==> src/rtl/assert_macros.svh <==
// Assertion macros shared by the RTL of the indexed array table engine.
// Each macro expects signals named clk and arst_n in the enclosing module.
`ifndef ASSERT_MACROS_SVH
`define ASSERT_MACROS_SVH

// The consequent must hold in the same cycle as the antecedent.
`define ASSERT_NOW(label, ante, cons, msg) \
	label: assert property (@(posedge clk) disable iff (!arst_n) (ante) |-> (cons)) \
		else $error(msg);

// The consequent must hold in the cycle after the antecedent.
`define ASSERT_NEXT(label, ante, cons, msg) \
	label: assert property (@(posedge clk) disable iff (!arst_n) (ante) |=> (cons)) \
		else $error(msg);

`endif

==> src/rtl/iate_pkg.sv <==
// Package for the indexed array table engine: field widths, request and status
// codes, controller states, datapath commands and the status struct.
// No dependencies.
`timescale 1ns / 1ps

package iate_pkg;

	localparam int unsigned DEPTH_DEF = 1024;
	localparam int unsigned KIND_W    = 3;
	localparam int unsigned POS_W     = 11;
	localparam int unsigned VAL_W     = 32;
	localparam int unsigned STAT_W    = 2;

	// Request kinds; codes six and seven change nothing but still give an OK result.
	typedef enum logic [KIND_W-1:0] {
		KIND_INSERT  = 3'd0,
		KIND_DELETE  = 3'd1,
		KIND_LSEARCH = 3'd2,
		KIND_BSEARCH = 3'd3,
		KIND_SORT    = 3'd4,
		KIND_READ    = 3'd5
	} kind_t;

	typedef enum logic [STAT_W-1:0] {
		ST_OK       = 2'd0,
		ST_BADPOS   = 2'd1,
		ST_FULL     = 2'd2,
		ST_NOTFOUND = 2'd3
	} status_t;

	typedef enum logic [3:0] {
		S_IDLE,
		S_DISPATCH,
		S_SHIFT_UP,
		S_INS_PUT,
		S_SHIFT_DN,
		S_DEL_END,
		S_SCAN,
		S_BIN_PROBE,
		S_BIN_CMP,
		S_SORT_STEP,
		S_SORT_TAIL,
		S_RD_TAKE,
		S_FINISH
	} state_t;

	typedef enum logic [4:0] {
		CMD_NOP,
		CMD_LATCH,
		CMD_FAIL_FULL,
		CMD_FAIL_POS,
		CMD_INS_START,
		CMD_DEL_START,
		CMD_LIN_START,
		CMD_BIN_START,
		CMD_SORT_START,
		CMD_RD_ISSUE,
		CMD_SHIFT_UP,
		CMD_SHIFT_DN,
		CMD_INS_PUT,
		CMD_DEL_END,
		CMD_SCAN,
		CMD_BIN_PROBE,
		CMD_BIN_CMP,
		CMD_SORT_STEP,
		CMD_SORT_TAIL,
		CMD_RD_TAKE,
		CMD_FINISH
	} cmd_t;

	// Status from the datapath to the controller.
	typedef struct packed {
		kind_t kind;
		logic  full;
		logic  ins_bad;
		logic  pos_bad;
		logic  up_go;
		logic  fwd_go;
		logic  pipe_busy;
		logic  hit;
		logic  bin_empty;
		logic  sort_small;
		logic  swapped;
		logic  out_free;
	} dp_stat_t;

endpackage

==> src/rtl/iate_ctrl.sv <==
// Controller state machine of the indexed array table engine.
// Depends on iate_pkg for states, commands and the datapath status struct.
`timescale 1ns / 1ps

module iate_ctrl (
	input  logic               clk,
	input  logic               arst_n,
	input  logic               in_valid,
	output logic               in_ready,
	input  iate_pkg::dp_stat_t stat,
	output iate_pkg::cmd_t     cmd
);

	iate_pkg::state_t state_q;
	iate_pkg::state_t state_d;

	// State register.
	always_ff @(posedge clk or negedge arst_n) begin
		if (!arst_n) begin
			state_q <= iate_pkg::S_IDLE;
		end else begin
			state_q <= state_d;
		end
	end

	// Next state.
	always_comb begin
		state_d = state_q;
		case (state_q)
			iate_pkg::S_IDLE: begin
				if (in_valid) state_d = iate_pkg::S_DISPATCH;
			end
			iate_pkg::S_DISPATCH: begin
				case (stat.kind)
					iate_pkg::KIND_INSERT: begin
						if (stat.full || stat.ins_bad) state_d = iate_pkg::S_FINISH;
						else state_d = iate_pkg::S_SHIFT_UP;
					end
					iate_pkg::KIND_DELETE: begin
						if (stat.pos_bad) state_d = iate_pkg::S_FINISH;
						else state_d = iate_pkg::S_SHIFT_DN;
					end
					iate_pkg::KIND_LSEARCH: state_d = iate_pkg::S_SCAN;
					iate_pkg::KIND_BSEARCH: state_d = iate_pkg::S_BIN_PROBE;
					iate_pkg::KIND_SORT: begin
						if (stat.sort_small) state_d = iate_pkg::S_FINISH;
						else state_d = iate_pkg::S_SORT_STEP;
					end
					iate_pkg::KIND_READ: begin
						if (stat.pos_bad) state_d = iate_pkg::S_FINISH;
						else state_d = iate_pkg::S_RD_TAKE;
					end
					default: state_d = iate_pkg::S_FINISH;
				endcase
			end
			iate_pkg::S_SHIFT_UP: begin
				if (!stat.up_go && !stat.pipe_busy) state_d = iate_pkg::S_INS_PUT;
			end
			iate_pkg::S_INS_PUT: state_d = iate_pkg::S_FINISH;
			iate_pkg::S_SHIFT_DN: begin
				if (!stat.fwd_go && !stat.pipe_busy) state_d = iate_pkg::S_DEL_END;
			end
			iate_pkg::S_DEL_END: state_d = iate_pkg::S_FINISH;
			iate_pkg::S_SCAN: begin
				if (stat.hit || (!stat.fwd_go && !stat.pipe_busy)) begin
					state_d = iate_pkg::S_FINISH;
				end
			end
			iate_pkg::S_BIN_PROBE: begin
				if (stat.hit || stat.bin_empty) state_d = iate_pkg::S_FINISH;
				else state_d = iate_pkg::S_BIN_CMP;
			end
			iate_pkg::S_BIN_CMP: state_d = iate_pkg::S_BIN_PROBE;
			iate_pkg::S_SORT_STEP: begin
				if (!stat.fwd_go && !stat.pipe_busy) state_d = iate_pkg::S_SORT_TAIL;
			end
			iate_pkg::S_SORT_TAIL: begin
				if (stat.swapped) state_d = iate_pkg::S_SORT_STEP;
				else state_d = iate_pkg::S_FINISH;
			end
			iate_pkg::S_RD_TAKE: state_d = iate_pkg::S_FINISH;
			iate_pkg::S_FINISH: begin
				if (stat.out_free) state_d = iate_pkg::S_IDLE;
			end
			default: state_d = iate_pkg::S_IDLE;
		endcase
	end

	// Outputs: handshake and datapath command.
	always_comb begin
		in_ready = 1'b0;
		cmd      = iate_pkg::CMD_NOP;
		case (state_q)
			iate_pkg::S_IDLE: begin
				in_ready = 1'b1;
				if (in_valid) cmd = iate_pkg::CMD_LATCH;
			end
			iate_pkg::S_DISPATCH: begin
				case (stat.kind)
					iate_pkg::KIND_INSERT: begin
						if (stat.full) cmd = iate_pkg::CMD_FAIL_FULL;
						else if (stat.ins_bad) cmd = iate_pkg::CMD_FAIL_POS;
						else cmd = iate_pkg::CMD_INS_START;
					end
					iate_pkg::KIND_DELETE: begin
						if (stat.pos_bad) cmd = iate_pkg::CMD_FAIL_POS;
						else cmd = iate_pkg::CMD_DEL_START;
					end
					iate_pkg::KIND_LSEARCH: cmd = iate_pkg::CMD_LIN_START;
					iate_pkg::KIND_BSEARCH: cmd = iate_pkg::CMD_BIN_START;
					iate_pkg::KIND_SORT: begin
						if (!stat.sort_small) cmd = iate_pkg::CMD_SORT_START;
					end
					iate_pkg::KIND_READ: begin
						if (stat.pos_bad) cmd = iate_pkg::CMD_FAIL_POS;
						else cmd = iate_pkg::CMD_RD_ISSUE;
					end
					default: cmd = iate_pkg::CMD_NOP;
				endcase
			end
			iate_pkg::S_SHIFT_UP:  cmd = iate_pkg::CMD_SHIFT_UP;
			iate_pkg::S_INS_PUT:   cmd = iate_pkg::CMD_INS_PUT;
			iate_pkg::S_SHIFT_DN:  cmd = iate_pkg::CMD_SHIFT_DN;
			iate_pkg::S_DEL_END:   cmd = iate_pkg::CMD_DEL_END;
			iate_pkg::S_SCAN:      cmd = iate_pkg::CMD_SCAN;
			iate_pkg::S_BIN_PROBE: begin
				if (!stat.hit && !stat.bin_empty) cmd = iate_pkg::CMD_BIN_PROBE;
			end
			iate_pkg::S_BIN_CMP:   cmd = iate_pkg::CMD_BIN_CMP;
			iate_pkg::S_SORT_STEP: cmd = iate_pkg::CMD_SORT_STEP;
			iate_pkg::S_SORT_TAIL: cmd = iate_pkg::CMD_SORT_TAIL;
			iate_pkg::S_RD_TAKE:   cmd = iate_pkg::CMD_RD_TAKE;
			iate_pkg::S_FINISH: begin
				if (stat.out_free) cmd = iate_pkg::CMD_FINISH;
			end
			default: cmd = iate_pkg::CMD_NOP;
		endcase
	end

endmodule

==> config.mk <==
export PLATFORM = sky130hd
export DESIGN_NAME = iate_ctrl
export DESIGN_NICKNAME = d
export VERILOG_FILES = /design/src/rtl/assert_macros.svh /design/src/rtl/iate_pkg.sv /design/src/rtl/iate_ctrl.sv
export SDC_FILE = /design/constraint.sdc
export NUM_CORES = 1
export LEC_CHECK = 0
export BUFFER_PORTS_ARGS = -buffer_cell sky130_fd_sc_hd__buf_2
export CAP_MARGIN = 20
export CORE_MARGIN = 2
export CORE_UTILIZATION = 25
export CTS_BUF_LIST = sky130_fd_sc_hd__clkbuf_8
export DETAILED_ROUTE_END_ITERATION = 12
export PLACE_DENSITY = 0.56
export SYNTH_ARGS = -nofsm -noshare
export SYNTH_HDL_FRONTEND = slang
export SYNTH_SLANG_ARGS = --single-unit
export TNS_END_PERCENT = 100
==> constraint.sdc <==
create_clock -name clk -period 2.3 [get_ports clk]
set_clock_uncertainty 0.1 [all_clocks]
set_input_delay 0.23 -clock clk [delete_from_list [all_inputs] [get_ports clk]]
set_output_delay 0.23 -clock clk [all_outputs]
set_load 0.01 [all_outputs]
# Word-level counts from Yosys, hierarchy flattened
# Index checks and enable logic that the tools add are counted.
# word_totals
in_bits	17
word_cells	64
register_bits	4
out_inout_bits	6
# op_classes
n_eq_ne	23
muxes	25
n_reduce_logical	15
# op_table
op	n
one-hot mux 5 bit (13 select lines)	1
2-to-1 mux 4 bit	11
one-hot mux 4 bit (11 select lines)	1
one-hot mux 5 bit (6 select lines)	1
one-hot mux 4 bit (6 select lines)	1
2-to-1 mux 3 bit	7
== test 4 bit, second input constant	5
== test 4 x 3 -> 1 bit, second input constant	4
inequality test 2 bit, second input constant	6
== test 4 x 2 -> 1 bit, second input constant	2
== test 3 x 2 -> 1 bit, second input constant	2
== test 3 bit, second input constant	2
AND reduction 6 bit	1
logical NOT 1 bit	5
2-to-1 mux 5 bit	1
== test 4 x 1 -> 1 bit, second input constant	1
logical NOT 4 bit	1
== test 3 x 1 -> 1 bit, second input constant	1
logical AND 1 bit	3
logical NOT 3 bit	1
logical OR 1 bit	3
OR reduction 3 bit	1
2-to-1 mux 1 bit	2

# Longest topological paths before layout
# depth
word_depth	5
mapped_depth	6
mapped_depth_nobuf	4

# Worst setup path before layout
# OpenSTA, ideal clock, no wires.
# synth_path
path_type	register to register
start	reg state_q[0]
end	reg state_q[2]
arrival_time_ns	1.601
synth_period_minus_slack_ns	1.826
n_path_buf	1
setup_time_ns	0.125
setup_slack_ns	0.474
t_required_ns	2.075
path_stages_with_launch	6
path_cell_list	dfrtp_1 > buf_6 > or4b_4 > a31oi_4 > a211o_4 > mux2_4
# synth_between
elab_chain_cells	3
word_cells_on_any_way	22
cone_classes	18 x eq/ne; 1 x mux; 3 x reduce/logical
# synth_rtl
element	line	source
start: declaration	iate_ctrl.sv:14	iate_pkg::state_t state_q;
start signal: assignment	iate_ctrl.sv:20	state_q <= iate_pkg::S_IDLE;
start signal: assignment	iate_ctrl.sv:22	state_q <= state_d;
== test 4 bit, or another cell as far along	iate_ctrl.sv:29	case (state_q)
OR reduction 3 bit (no line) or inequality test 2 bit (tied branches)	-	
one-hot mux 4 bit (11 select lines) or AND reduction 6 bit (tied branches)	-	
# Several ways; a longest one is shown, not always the timed one.
# A chain may end at the register's enable or synchronous reset.

# Final worst setup path
# layout_path
start	reg state_q[3]
end	out cmd[0]
# layout_between
elab_chain_cells	2
word_cells_on_any_way	14
cone_classes	12 x eq/ne; 1 x mux; 1 x reduce/logical
# layout_rtl
element	line	source
== test 4 bit, or another cell as far along	iate_ctrl.sv:93	case (state_q)
one-hot mux 5 bit (13 select lines) (*)	iate_ctrl.sv:93	
end: declaration	iate_ctrl.sv:11	output iate_pkg::cmd_t cmd
# Every way passes the cells marked *; elsewhere a longest branch is shown, timed or not.

==> results list <==
* Maximum number of pins on one net before global-route repair: 20
- The startpoint identified for the worst register-to-register timing path is state_q[3].
- Setup repair after global routing left no endpoint under its margin.
* Number of cell instances on the worst register-to-register path: 4
- The number of antenna violations at the first check in global routing was 0.
- Port buffering added 22 buffers.
- The via count of the first global-routing pass is 761.
- In the finished design, the share of the clock period the worst path needs comes to 0.9137.
- Proportion of layout cells with a drive suffix above 1: 0.3362
- For the worst setup path, the data required time is slightly below 2000 ps.
- STA puts the critical path data arrival time at approximately 1800 ps.
- The total overflow left after global routing is 0.
* CP max-delay cell: sky130_fd_sc_hd__dfrtp_1
- Clk root buf: sky130_fd_sc_hd__clkbuf_8
- Overall routed net length: 2030 um
- In the final routed layout, each cell accounts on average for 13.81 um.
- For this run, the slowest stage of the critical path takes a little over 500 ps.
- Wire length of the first global-routing pass: between 3000 and 4000 um
* Seq pwr share: 0.162
* FF+latch count, synth: 4
- At the end of the flow the core is filled with cells to 0.3278.
- Capture instance of the worst register-to-register path: state_q[2]
- P_leak: around 0.38 nW
* Register ranked first by flip-flop count: state_q
* Comb power frac: 0.710
- Summing every instance area after synthesis gives 704.4 um^2.
* Total negative setup slack: 0 ps
- The floorplan step set the die width to ~57 um.
* Proportion of total power due to net switching: 0.4668
- Maximum clock rate: approximately 0.48 GHz
- The number of endpoints with negative hold slack in the final report came to 0.
* Clock power frac: 0.128
- Count of different cell masters after synthesis: 46
- Number of sinks handled by clock tree synthesis: 4
- STA classifies the critical path startpoint as a flip-flop.
- Total area of multi-input combinational cells: 538.0 um^2
* Area enclosed by the die boundary: about 0.0033 mm^2
* Number of violations reported at the end of detailed-routing iteration 0: 15
- The flow ran to the end, and the final reports show no timing, DRC or antenna violations.
- DRC: 0
- The initialized floorplan defines 19 standard-cell rows.
- In this run the power density over the cells is ~1300 mW/mm^2.
- VDD sags by at most between 300 and 400 uV.
* Half-perimeter wire length of the detailed placement result: about 1600 um
- Max_cap viols: 0
* Total global routing track utilization: 0.1242
- For this configuration, the core starts out at a cell density of 0.2599.
- In this run the count of I/O pins placed on the die edge is 23.
- Power Total: about 1.1 mW
- The number of nets in the synthesized netlist is between 100 and 150.
- Registers take approximately 100 um^2.
* Regs by FF count: state_q x4
* Net switching component of the power: ~530 uW
* Antenna violation net count after detailed routing: 0
- Mapped Cells: 94
- Count of final setup violators: 0
- At the end of routability-driven placement, the weighted congestion stood at around 0.83.
- Setup Crit Path Kind: reg -> out
- Measured along the y axis, the die boundary spans about 57 um.
- A synthesized cell averages about 7.5 um^2.
* Internal portion of total power: about 610 uW
* Iteration count of the initial detailed-routing pass: 4
* Yosys Warn Count: 0
- Counting the buffers created by CTS gives 3.
- Layout net count: around 140
* Slew HR: 0.7376
- Max reg flops: 4
* Max clock buf depth: 2
- Clock-pin slew of the registers on the worst-case setup and hold paths: about 30 ps
- In this run the number of H-tree levels came out at 1.
- Synthesis-to-layout area growth: 26.11%
* Via density per instance: 5.646
- The signal on the critical path passes through or2_4, or3_4, a21oi_1, a211o_1, buf_2.
- Summing over every cut layer, the via total after detailed routing is between 800 and 900.
* Max Transition Viols Final: 0
- Count of antenna diodes in the layout: 0
* Reg-to-reg setup timing slack: roughly 340 ps
* Slew @ Worst Pin: around 390 ps
* Fill cells: 314
* Worst Setup End Kind: output port
- The total area inside the core boundary comes to about 0.0027 mm^2.
* Min-Delay Path Class: in -> async
* Clock latency at the later pin of the worst-skew pair: 220 ps
- The share of the Yosys chip area taken by registers is 0.1421.
- Of all nets on the critical path, the largest fanout is 15.
- TritonCTS clock tree: built
* Minimum clock period: about 2100 ps
==> kinds of logic after synthesis <==
family	synth area share
multiplexers	0.05150
AND/OR/NAND/NOR	0.3268
flip-flops	0.1421
AO/OA/AOI/OAI	0.3819
buffers and inverters	0.09768
==> metrics by stage <==
step	setup slack (ps)	cells	hold WS [ps]	area (um^2)
after CTS	135.4	147	247.3	884.6
after global placement	354.7	143	-57.91	833.3
after detailed placement	304.8	143	-62.25	833.3
after global routing	69.85	147	262.1	888.4
after floorplan	473.6	94	-165.6	704.4
final	198.4	147	241.3	888.4
==> worst max-delay path by stage <==
stage,startpoint,endpoint,slack [ps]
4_1_cts,state_q[3],cmd[0],140
3_5_place_dp,state_q[0],state_q[2],300
3_3_place_gp,state_q[0],state_q[2],350
5_1_grt,state_q[3],cmd[0],70
6_report,state_q[3],cmd[0],200
2_1_floorplan,state_q[0],state_q[2],470
==> worst max-delay path: cells and delay by family (launching register included) <==
kind | cells | cell delay (ps)
simple gates | 2 | 670
flops | 1 | 510
compound gates | 2 | 250
buf+inv | 1 | 120
==> cells in the mapped netlist, drive strengths merged <==
library cell,instances,share of area
nor2b,3,0.027
o21ai,9,0.064
buf,4,0.050
nor4b,1,0.012
nand4b,1,0.012
or4b,2,0.034
o32a,1,0.014
o31ai,1,0.011
or3,1,0.016
o32ai,1,0.012
a21oi,7,0.050
o22ai,4,0.036
mux2i,1,0.014
o211a,1,0.014
nand4bb,2,0.032
inv,5,0.027
nor4,3,0.027
or2,2,0.018
o21bai,1,0.011
dfrtp,4,0.14
a211o,2,0.037
and3,2,0.018
clkbuf,4,0.021
o2bb2ai,1,0.012
nor3b,1,0.011
a211oi,1,0.011
o41ai,1,0.012
nand2,3,0.016
nand2b,1,0.0089
mux2,2,0.037
o221ai,1,0.012
nor2,10,0.053
nor3,3,0.021
or3b,1,0.012
a31oi,3,0.048
o311ai,1,0.012
o31a,1,0.012
and2,1,0.0089
a221oi,1,0.012
==> placed cells by master, fill, tap and decap left out, types with 2 or more instances in the layout <==
cell	n
sky130_fd_sc_hd__a21oi_1	7
sky130_fd_sc_hd__dfrtp_1	3
sky130_fd_sc_hd__nor2b_1	3
sky130_fd_sc_hd__nand4bb_1	2
sky130_fd_sc_hd__nor4_1	3
sky130_fd_sc_hd__buf_2	22
sky130_fd_sc_hd__o21ai_0	9
sky130_fd_sc_hd__and3_1	2
sky130_fd_sc_hd__buf_4	4
sky130_fd_sc_hd__o22ai_1	4
sky130_fd_sc_hd__nor3_1	3
sky130_fd_sc_hd__a31oi_1	2
sky130_fd_sc_hd__nor2_1	10
sky130_fd_sc_hd__nand2_1	3
sky130_fd_sc_hd__inv_1	5
sky130_fd_sc_hd__clkbuf_8	3
==> what timing repair did <==
action | CTS | global route
setup buffers | 0 | 0
endpoints found under the hold margin | 4 | 0
hold buffers | 1 | 0
endpoints found under the setup margin | 0 | 2
gates resized for setup | 0 | 2
==> metal layers <==
layer | vias up | track usage | wire, um
met5 | - | 0 | 0
met4 | 0 | 0.03322 | 14
met3 | 2 | 0.02041 | 152
met2 | 34 | 0.1888 | 893
met1 | 377 | 0.1819 | 970
li1 | 417 | - | -
==> power by group through the flow <==
| stage | combinational (mW) | sequential [mW] | clock (mW) |
|---|---|---|---|
| after floorplan | 0.662 | 0.126 | 0 |
| after global placement | 0.786 | 0.177 | 0 |
| after detailed placement | 0.789 | 0.180 | 0 |
| after CTS | 0.794 | 0.179 | 0.150 |
| after global routing | 0.884 | 0.197 | 0.153 |
| final | 0.807 | 0.184 | 0.146 |
==> layout make-up <==
cell class,instances,share of cell area
Tap cell,31,0.04366
Multi-Input combinational cell,77,0.6056
Timing Repair Buffer,27,0.1690
Sequential cell,4,0.1141
Clock buffer,3,0.04648
Inverter,5,0.02113
Note: power is estimated with default switching activity, not from simulation.
